--- src/hw/rtl/cmb_pkg.sv ---
// shared constants and types of the combination enumerator
// no dependencies
`timescale 1ns / 1ps

package cmb_pkg;

	localparam int MAX_SET    = 64;
	localparam int MAX_SUBSET = 16;

	localparam int N_W     = 7;                      // set_size register
	localparam int K_W     = 5;                      // subset_size register
	localparam int ELEM_W  = 6;                      // one stored index
	localparam int IDX_W   = $clog2(MAX_SUBSET);     // index row address
	localparam int CFG_IDX_W = 1;
	localparam int CFG_W   = N_W;
	localparam int S_DATA_W = 8;
	localparam int M_DATA_W = 8;
	localparam int M_USER_W = 2;

	localparam logic [N_W-1:0] SET_SIZE_RST = N_W'(8);
	localparam logic [K_W-1:0] SUB_SIZE_RST = K_W'(3);

	localparam logic [CFG_IDX_W-1:0] REG_SET_SIZE    = CFG_IDX_W'(0);
	localparam logic [CFG_IDX_W-1:0] REG_SUBSET_SIZE = CFG_IDX_W'(1);

	// access request to the index row memory
	typedef struct packed {
		logic              clear;
		logic              rd_en;
		logic [IDX_W-1:0]  rd_addr;
		logic              wr_en;
		logic [IDX_W-1:0]  wr_addr;
		logic [ELEM_W-1:0] wr_data;
	} mem_req_t;

	// one result beat offered to the output register
	typedef struct packed {
		logic              vld;
		logic [ELEM_W-1:0] elem;
		logic              last;
		logic              exh;
		logic              empty;
	} beat_t;

	typedef enum logic [3:0] {
		ST_IDLE = 4'b0001,
		ST_EMIT = 4'b0010,
		ST_ADV  = 4'b0100,
		ST_SPEC = 4'b1000
	} seq_state_t;

endpackage

--- src/hw/rtl/cmb_idx_mem.sv ---
// index row memory: one read and one write port, registered read data
// depends on cmb_pkg
`timescale 1ns / 1ps

module cmb_idx_mem (
	input  logic                    clk,
	input  logic                    arst_n,
	input  cmb_pkg::mem_req_t       req,
	output logic [cmb_pkg::ELEM_W-1:0] rd_data
);
	import cmb_pkg::*;

	logic [ELEM_W-1:0] mem_q [MAX_SUBSET];
	logic [MAX_SUBSET-1:0] valid_q;
	logic [ELEM_W-1:0] rdata_q;
	logic              rvld_q;
	logic [IDX_W-1:0]  raddr_q;

	// entry not written since the last rewind reads as its own position
	always_ff @(posedge clk or negedge arst_n) begin
		if (!arst_n) begin
			valid_q <= '0;
		end else if (req.clear) begin
			valid_q <= '0;
		end else if (req.wr_en) begin
			valid_q[req.wr_addr] <= 1'b1;
		end
	end

	always_ff @(posedge clk) begin
		if (req.wr_en) begin
			mem_q[req.wr_addr] <= req.wr_data;
		end
		if (req.rd_en) begin
			rdata_q <= mem_q[req.rd_addr];
			rvld_q  <= valid_q[req.rd_addr];
			raddr_q <= req.rd_addr;
		end
	end

	assign rd_data = rvld_q ? rdata_q : ELEM_W'(raddr_q);

endmodule

--- src/hw/rtl/cmb_seq.sv ---
// request sequencer: emits the index row, finds the pivot and refills
// depends on cmb_pkg
`timescale 1ns / 1ps

module cmb_seq (
	input  logic                       clk,
	input  logic                       arst_n,
	input  logic                       req_valid,
	output logic                       req_ready,
	input  logic                       restart,
	input  logic                       cfg_we,
	input  logic [cmb_pkg::N_W-1:0]    n_eff,
	input  logic [cmb_pkg::K_W-1:0]    k_eff,
	input  logic                       out_free,
	input  logic [cmb_pkg::ELEM_W-1:0] rd_data,
	output cmb_pkg::mem_req_t          mreq,
	output cmb_pkg::beat_t             beat
);
	import cmb_pkg::*;

	seq_state_t        state_q;
	logic              finished_q;
	logic [K_W-1:0]    rd_cnt_q;
	logic [K_W-1:0]    mv_cnt_q;
	logic              s1_vld_q;
	logic              found_q;
	logic [IDX_W-1:0]  wa_q;
	logic [ELEM_W-1:0] wv_q;
	logic              spec_exh_q;

	logic           accept;
	logic           move;
	logic           read_en;
	logic           last_mv;
	logic           wr_last;
	logic           below;
	logic           k_gt_n;
	logic           fin_eff;
	logic [N_W-1:0] limit;

	assign req_ready = (state_q == ST_IDLE);
	assign accept    = req_valid && req_ready;
	assign move      = (state_q == ST_EMIT) && s1_vld_q && out_free;
	assign read_en   = (state_q == ST_EMIT) && (rd_cnt_q < k_eff) && (!s1_vld_q || move);
	assign last_mv   = K_W'(mv_cnt_q + 1'b1) == k_eff;
	assign wr_last   = K_W'(K_W'(wa_q) + 1'b1) == k_eff;
	// largest value allowed at the position being emitted
	assign limit     = N_W'(n_eff - N_W'(k_eff) + N_W'(mv_cnt_q[IDX_W-1:0]));
	assign below     = N_W'(rd_data) < limit;
	assign k_gt_n    = N_W'(k_eff) > n_eff;
	assign fin_eff   = restart ? 1'b0 : finished_q;

	always_comb begin
		mreq.clear   = (accept && restart) || cfg_we;
		mreq.rd_en   = read_en;
		mreq.rd_addr = rd_cnt_q[IDX_W-1:0];
		mreq.wr_en   = (state_q == ST_ADV) && found_q;
		mreq.wr_addr = wa_q;
		mreq.wr_data = wv_q;
	end

	always_comb begin
		beat = '0;
		unique case (state_q)
			ST_SPEC: begin
				beat.vld   = 1'b1;
				beat.last  = 1'b1;
				beat.exh   = spec_exh_q;
				beat.empty = !spec_exh_q;
			end
			ST_EMIT: begin
				beat.vld  = s1_vld_q;
				beat.elem = rd_data;
				beat.last = last_mv;
			end
			default: beat = '0;
		endcase
	end

	always_ff @(posedge clk or negedge arst_n) begin
		if (!arst_n) begin
			state_q    <= ST_IDLE;
			finished_q <= 1'b0;
			rd_cnt_q   <= '0;
			mv_cnt_q   <= '0;
			s1_vld_q   <= 1'b0;
			found_q    <= 1'b0;
			spec_exh_q <= 1'b0;
		end else begin
			if (read_en) begin
				rd_cnt_q <= K_W'(rd_cnt_q + 1'b1);
			end
			if (read_en) begin
				s1_vld_q <= 1'b1;
			end else if (move) begin
				s1_vld_q <= 1'b0;
			end
			if (move) begin
				mv_cnt_q <= K_W'(mv_cnt_q + 1'b1);
				if (below) begin
					found_q <= 1'b1;
				end
			end
			unique case (state_q)
				ST_IDLE: begin
					if (cfg_we) begin
						finished_q <= 1'b0;
					end
					if (accept) begin
						rd_cnt_q <= '0;
						mv_cnt_q <= '0;
						found_q  <= 1'b0;
						if (fin_eff || k_gt_n) begin
							finished_q <= 1'b1;
							spec_exh_q <= 1'b1;
							state_q    <= ST_SPEC;
						end else if (k_eff == '0) begin
							finished_q <= 1'b1;
							spec_exh_q <= 1'b0;
							state_q    <= ST_SPEC;
						end else begin
							finished_q <= 1'b0;
							state_q    <= ST_EMIT;
						end
					end
				end
				ST_SPEC: begin
					if (out_free) begin
						state_q <= ST_IDLE;
					end
				end
				ST_EMIT: begin
					if (move && last_mv) begin
						state_q <= ST_ADV;
					end
				end
				ST_ADV: begin
					if (!found_q) begin
						finished_q <= 1'b1;
						state_q    <= ST_IDLE;
					end else if (wr_last) begin
						state_q <= ST_IDLE;
					end
				end
				default: state_q <= ST_IDLE;
			endcase
		end
	end

	// pivot: rightmost position still below its limit, with its new value
	always_ff @(posedge clk) begin
		if (move && below) begin
			wa_q <= mv_cnt_q[IDX_W-1:0];
			wv_q <= ELEM_W'(rd_data + 1'b1);
		end else if (state_q == ST_ADV) begin
			wa_q <= IDX_W'(wa_q + 1'b1);
			wv_q <= ELEM_W'(wv_q + 1'b1);
		end
	end

endmodule

--- src/hw/rtl/combination_enumerator.sv ---
// top level of the combination enumerator: config registers, output register
// depends on cmb_pkg, cmb_seq, cmb_idx_mem
`timescale 1ns / 1ps

// Steps through every k-subset of {0..n-1} in lexicographic order, starting
// from {0..k-1}. Each request beat on the slave side (tdata bit 0 = restart,
// which rewinds to the first combination first) yields the current
// combination as k result beats in ascending order, tlast on the final one,
// and then advances. Once every combination was given, or when k > n, each
// request yields one beat flagged exhausted (element 0); with k = 0 a single
// empty-combination beat is given, after which the block is exhausted.
// set_size (index 0) saturates at 64 and subset_size (index 1) at 16; a
// write to either rewinds the enumeration and must be made while idle.
// The index row lives in a 16-entry memory with one read and one write port.
// Sequence: a request is accepted, then the k indices are read one per
// cycle while the output register is free, with registered read data;
// then the refill writes the pivot and every index after it, one memory
// write per cycle, or writes nothing when no index can move; the pivot
// position and k set the refill length. Exhausted and empty requests give
// their single beat once the output register is free. The output
// register lets the next request be accepted while the final result
// beat still waits on m_tready.

module combination_enumerator (
	input  logic                          clk,
	input  logic                          arst_n,
	input  logic                          s_tvalid,
	output logic                          s_tready,
	input  logic [cmb_pkg::S_DATA_W-1:0]  s_tdata,   // [0] restart, rest zero
	output logic                          m_tvalid,
	input  logic                          m_tready,
	output logic [cmb_pkg::M_DATA_W-1:0]  m_tdata,   // [5:0] element, rest zero
	output logic                          m_tlast,   // last_of_combination
	output logic [cmb_pkg::M_USER_W-1:0]  m_tuser,   // [0] exhausted, [1] empty_combination
	input  logic                          cfg_we,
	input  logic [cmb_pkg::CFG_IDX_W-1:0] cfg_idx,
	input  logic [cmb_pkg::CFG_W-1:0]     cfg_data
);
	import cmb_pkg::*;

	logic [N_W-1:0]    set_q;
	logic [K_W-1:0]    sub_q;
	logic [N_W-1:0]    n_eff;
	logic [K_W-1:0]    k_eff;

	logic              out_vld_q;
	logic [ELEM_W-1:0] elem_q;
	logic              last_q;
	logic              exh_q;
	logic              empty_q;
	logic              out_free;

	mem_req_t          mreq;
	beat_t             beat;
	logic [ELEM_W-1:0] rd_data;

	// config registers
	always_ff @(posedge clk or negedge arst_n) begin
		if (!arst_n) begin
			set_q <= SET_SIZE_RST;
			sub_q <= SUB_SIZE_RST;
		end else if (cfg_we) begin
			unique case (cfg_idx)
				REG_SET_SIZE:    set_q <= cfg_data;
				REG_SUBSET_SIZE: sub_q <= cfg_data[K_W-1:0];
				default:         set_q <= set_q;
			endcase
		end
	end

	// saturate to the sizes the index row supports
	assign n_eff = (set_q > N_W'(MAX_SET))    ? N_W'(MAX_SET)    : set_q;
	assign k_eff = (sub_q > K_W'(MAX_SUBSET)) ? K_W'(MAX_SUBSET) : sub_q;

	cmb_seq u_seq (
		.clk       (clk),
		.arst_n    (arst_n),
		.req_valid (s_tvalid),
		.req_ready (s_tready),
		.restart   (s_tdata[0]),
		.cfg_we    (cfg_we),
		.n_eff     (n_eff),
		.k_eff     (k_eff),
		.out_free  (out_free),
		.rd_data   (rd_data),
		.mreq      (mreq),
		.beat      (beat)
	);

	cmb_idx_mem u_mem (
		.clk     (clk),
		.arst_n  (arst_n),
		.req     (mreq),
		.rd_data (rd_data)
	);

	// output register, free when empty or being taken this cycle
	assign out_free = !out_vld_q || m_tready;

	always_ff @(posedge clk or negedge arst_n) begin
		if (!arst_n) begin
			out_vld_q <= 1'b0;
		end else if (beat.vld && out_free) begin
			out_vld_q <= 1'b1;
		end else if (m_tready) begin
			out_vld_q <= 1'b0;
		end
	end

	always_ff @(posedge clk) begin
		if (beat.vld && out_free) begin
			elem_q  <= beat.elem;
			last_q  <= beat.last;
			exh_q   <= beat.exh;
			empty_q <= beat.empty;
		end
	end

	assign m_tvalid = out_vld_q;
	assign m_tdata  = M_DATA_W'(elem_q);
	assign m_tlast  = last_q;
	assign m_tuser  = {empty_q, exh_q};

endmodule

--- config.mk ---
export PLATFORM = sky130hd
export DESIGN_NAME = combination_enumerator
export DESIGN_NICKNAME = d
export VERILOG_FILES = /design/src/hw/rtl/cmb_pkg.sv /design/src/hw/rtl/cmb_idx_mem.sv /design/src/hw/rtl/cmb_seq.sv /design/src/hw/rtl/combination_enumerator.sv
export SDC_FILE = /design/constraint.sdc
export NUM_CORES = 1
export LEC_CHECK = 0
export ABC_AREA = 1
export BUFFER_PORTS_ARGS = -buffer_cell sky130_fd_sc_hd__buf_4
export CAP_MARGIN = 40
export CORE_AREA = 8 8 138 140
export DETAILED_ROUTE_END_ITERATION = 10
export DIE_AREA = 0 0 146 148
export MAX_ROUTING_LAYER = met4
export PLACE_DENSITY = 0.69
export SLEW_MARGIN = 20
export SYNTH_ARGS = -nofsm -noshare
export SYNTH_HDL_FRONTEND = slang
export SYNTH_SLANG_ARGS = --single-unit
--- constraint.sdc ---
create_clock -name clk -period 10.5 [get_ports clk]
set_input_delay 0 -clock clk [delete_from_list [all_inputs] [get_ports clk]]
set_output_delay 0 -clock clk [all_outputs]
set_load 0.02 [all_outputs]
==> metrics.cfg <==
[clock_network]
post_cts_buffers=0
cts_made_buffers=17
cts_resized=0
cts-root-buf=clkbuf_16
cts_sinks=173
h-tree-depth=4
clk_pin_slew_worst_paths_ns=0.07
cts_hold_buf=12
clockBufferDepth=2
cts_tree=done
clk_latency_ns=0.44

[route]
route.antenna.remaining_nets=0
dr.pass1.iters=5
totalWireLength_mm=18.5
vias=5770
route.detailed.vias_per_inst=5.38
wl_per_cell_um=17.2
route.detailed.drc=0
drtIter0Drc=549

[die]
core_area_mm2=0.0169
row_count=48
fp.dieH_um=148
die_x_um=146
start_util=0.487
ios=34
dieArea_mm2=0.0216

[pwr]
finalPower_mw=2.29
ir_drop_mv=0.127
cellLeakagePower_nw=3.81
pwr_density_cell_mw_per_mm2=245

[synthesis]
synth_edf_count=126
syn-cell-area_mm2=0.00824
yosysUniqueCellTypes=43
synth_warnings=0
avgSynthCellArea_um2=10.3
synth_top_cells_by_area=edfxtp_1 46%, dfrtp_1 13%, nor2_1 6.3%
synth_top_area_cell=edfxtp_1
ys_ff_latch=173
ys.flop_type=edfxtp_1
yosysTopAreaCellShare=0.459
async_flop_share=0.272
ys_seq_area_frac=0.602
synth_cells=801

[place]
dp_slack_ns=5.91
portBuffers=24
hpwl_mm=12.4
place_area_mm2=0.00863
gp_congestion=0.867

[grt]
antenna_found_initial=0
grt_max_degree=60
grt_pass1_wl_mm=29.7
grt_pass1_vias=5623
grt_overflow=0
grt_usage=0.181

[worst_setup_path]
path_delay_family=simple AND/OR/NAND/NOR gates
endpoint_kind=flip-flop
cp_max_fo=20
crit_path_start_kind=flip-flop
crit_arrival_ns=4.80
critPathKind=flip-flop to flip-flop
crit_slowest_cell=dfstp_2
cp_common_cell=nand2_1
worst-path-buf-inv=2
crit_path_cell_trace=nor2_1 > nand2_1 > nand2_2 > nand2_1 > inv_1 > fa_1 > inv_1 > ha_1 > a21oi_1 > nand2_1 > nand2_1 > nand2_1 > a21oi_1 > xor2_1 > ha_1 > nand3_1 > nand3_2 > nand2_2 > nand2_4 > ha_1 > and2_1 > nand3b_1 > nand2_1
cpPeakStageDelay_ns=0.56
required_ns=10.69

[final_layout]
n_antenna_cell=0
ff_latch_area_mm2=0.00496
fillers=1485
syn_to_final_growth_pct=13.2
fin_area_mm2=0.00933
nets=892
layout-drive-gt1-share=0.114
multi_input_area_mm2=0.00284

[timing]
max_clock_freq_ghz=0.217
fin_crit_sh=0.439
tightest_slew_ns=0.824
hold_violations=0
slew_viol_final=0
rsz0062_at_grt=false
setup_tns_ns=0
setup_ws_ns=5.90
setup_violations=0
clock_skew_ns=0.0125
hold-worst-slack_ns=0.00770
slew_headroom=0.450
fin_crit_ns=4.60

[status]
outcome=finished, final reports clean

[job]
drv_cap=0

[worst_hold_path]
hold_path.class=input port to flip-flop

[Yosys cell counts (2+ instances only)]
cell and n:
nand2_1 103, o221ai_1 12, nand3_1 29, xnor2_1 3, nand2_2 7, edfxtp_1 126
o21ai_2 2, clkbuf_1 22, nand3_2 3, a21oi_1 24, buf_2 2, xor2_1 10
clkinv_2 2, dfrtp_1 43, o21ai_0 89, nor2_1 138, nand4_1 9, ha_1 32
nor3_1 4, buf_4 4, or2_2 5, dfstp_2 4, fa_1 4, o211ai_1 5
nor2_2 2, nand2_4 2, inv_1 77, o22ai_1 20, inv_2 3, a211oi_1 2
[sequential cells by signal (all words and copies together), names as in the netlist, 6 cells and up]
signal         flops
u_mem.valid_q     16
u_seq.wv_q         6
u_mem.mem_q       96
elem_q             6
u_mem.rdata_q      6
set_q              7
[worst min-delay path, delay by kind of cell]
family                 cells  cell delay [ns]
AO/OA/AOI/OAI              1             0.07
buffers and inverters      1             0.09
AND/OR/NAND/NOR            2             0.28
[cell type report]
cell class | count | area share
clock buffer | 19 | 0.0475
clock inverter | 13 | 0.0141
inverter | 82 | 0.0333
multi-input combinational | 518 | 0.305
sequential | 173 | 0.532
tap | 225 | 0.0302
timing repair buffer | 43 | 0.0381
[layout by cell type, fill, tap and decap left out, types with 2 or more instances in the layout]
cell	instances
clkinvlp_4	3
or2_2	5
xor2_1	10
nand3_1	29
inv_6	3
inv_2	3
inv_1	77
edfxtp_1	126
clkinv_2	4
o21ai_0	89
nor2_1	138
a211oi_1	2
buf_2	2
o22ai_1	20
nor2_2	2
o211ai_1	5
dlygate4sd3_1	12
o21ai_2	2
fa_1	4
dfstp_2	4
conb_1	2
nand3_2	3
ha_1	32
nor3_1	3
xnor2_1	3
nand4_1	9
o221ai_1	12
buf_4	28
clkbuf_16	17
a21oi_1	24
nand2_2	7
inv_8	3
nand2_1	103
dfrtp_1	43
nand2_4	2
[routing by layer]
layer  vias up  global-route usage  share of wire
met4         0              0.0829          0.026
met2       196               0.273           0.47
met5         -                   -              0
met1      2726               0.237           0.45
li1       2810                   -              -
met3        38              0.0300          0.055
[logic make-up (layout without fill, tap and decap cells)]
logic type | after synthesis | count (layout) | share of synthesized area
AO/OA/AOI/OAI | 159 | 159 | 0.109
XOR/XNOR | 13 | 13 | 0.0138
adder cells (fa/ha/maj) | 36 | 36 | 0.0583
buffers and inverters | 111 | 157 | 0.0539
flip-flops | 173 | 173 | 0.602
multiplexers | 1 | 1 | 0.00137
other | 1 | 2 | 0.000455
AND/OR/NAND/NOR | 307 | 307 | 0.161
[final timing paths]
| check | from | end | slack (ns) | depth (start not counted) |
|---|---|---|---|---|
| worst min register to register | u_seq.rd_cnt_q[4] | u_seq.rd_cnt_q[4] | 0.49 | 1 |
| max in group asynchronous | arst_n | u_seq.finished_q | 9.95 | 2 |
| worst min-delay path | cfg_idx | sub_q[0] | 0.008 | 4 |
| min in group asynchronous | arst_n | m_tvalid | 0.13 | 2 |
| worst max register to register | sub_q[1] | u_seq.wv_q[4] | 5.90 | 23 |
| worst max-delay path | sub_q[1] | u_seq.wv_q[4] | 5.90 | 23 |
[metrics by stage]
step,utilization,std cells
after floorplan,-,802
after global placement,0.508,1025
after detailed placement,0.510,1029
after CTS,0.551,1073
after global routing,0.551,1073
final,0.551,1073
[power by group]
group	switching [mW]	internal [mW]	leakage (nW)
sequential	0.0762	0.837	1.75
combinational	0.498	0.261	1.78
clock	0.275	0.339	0.276
Power figures use the tool's default switching activity.
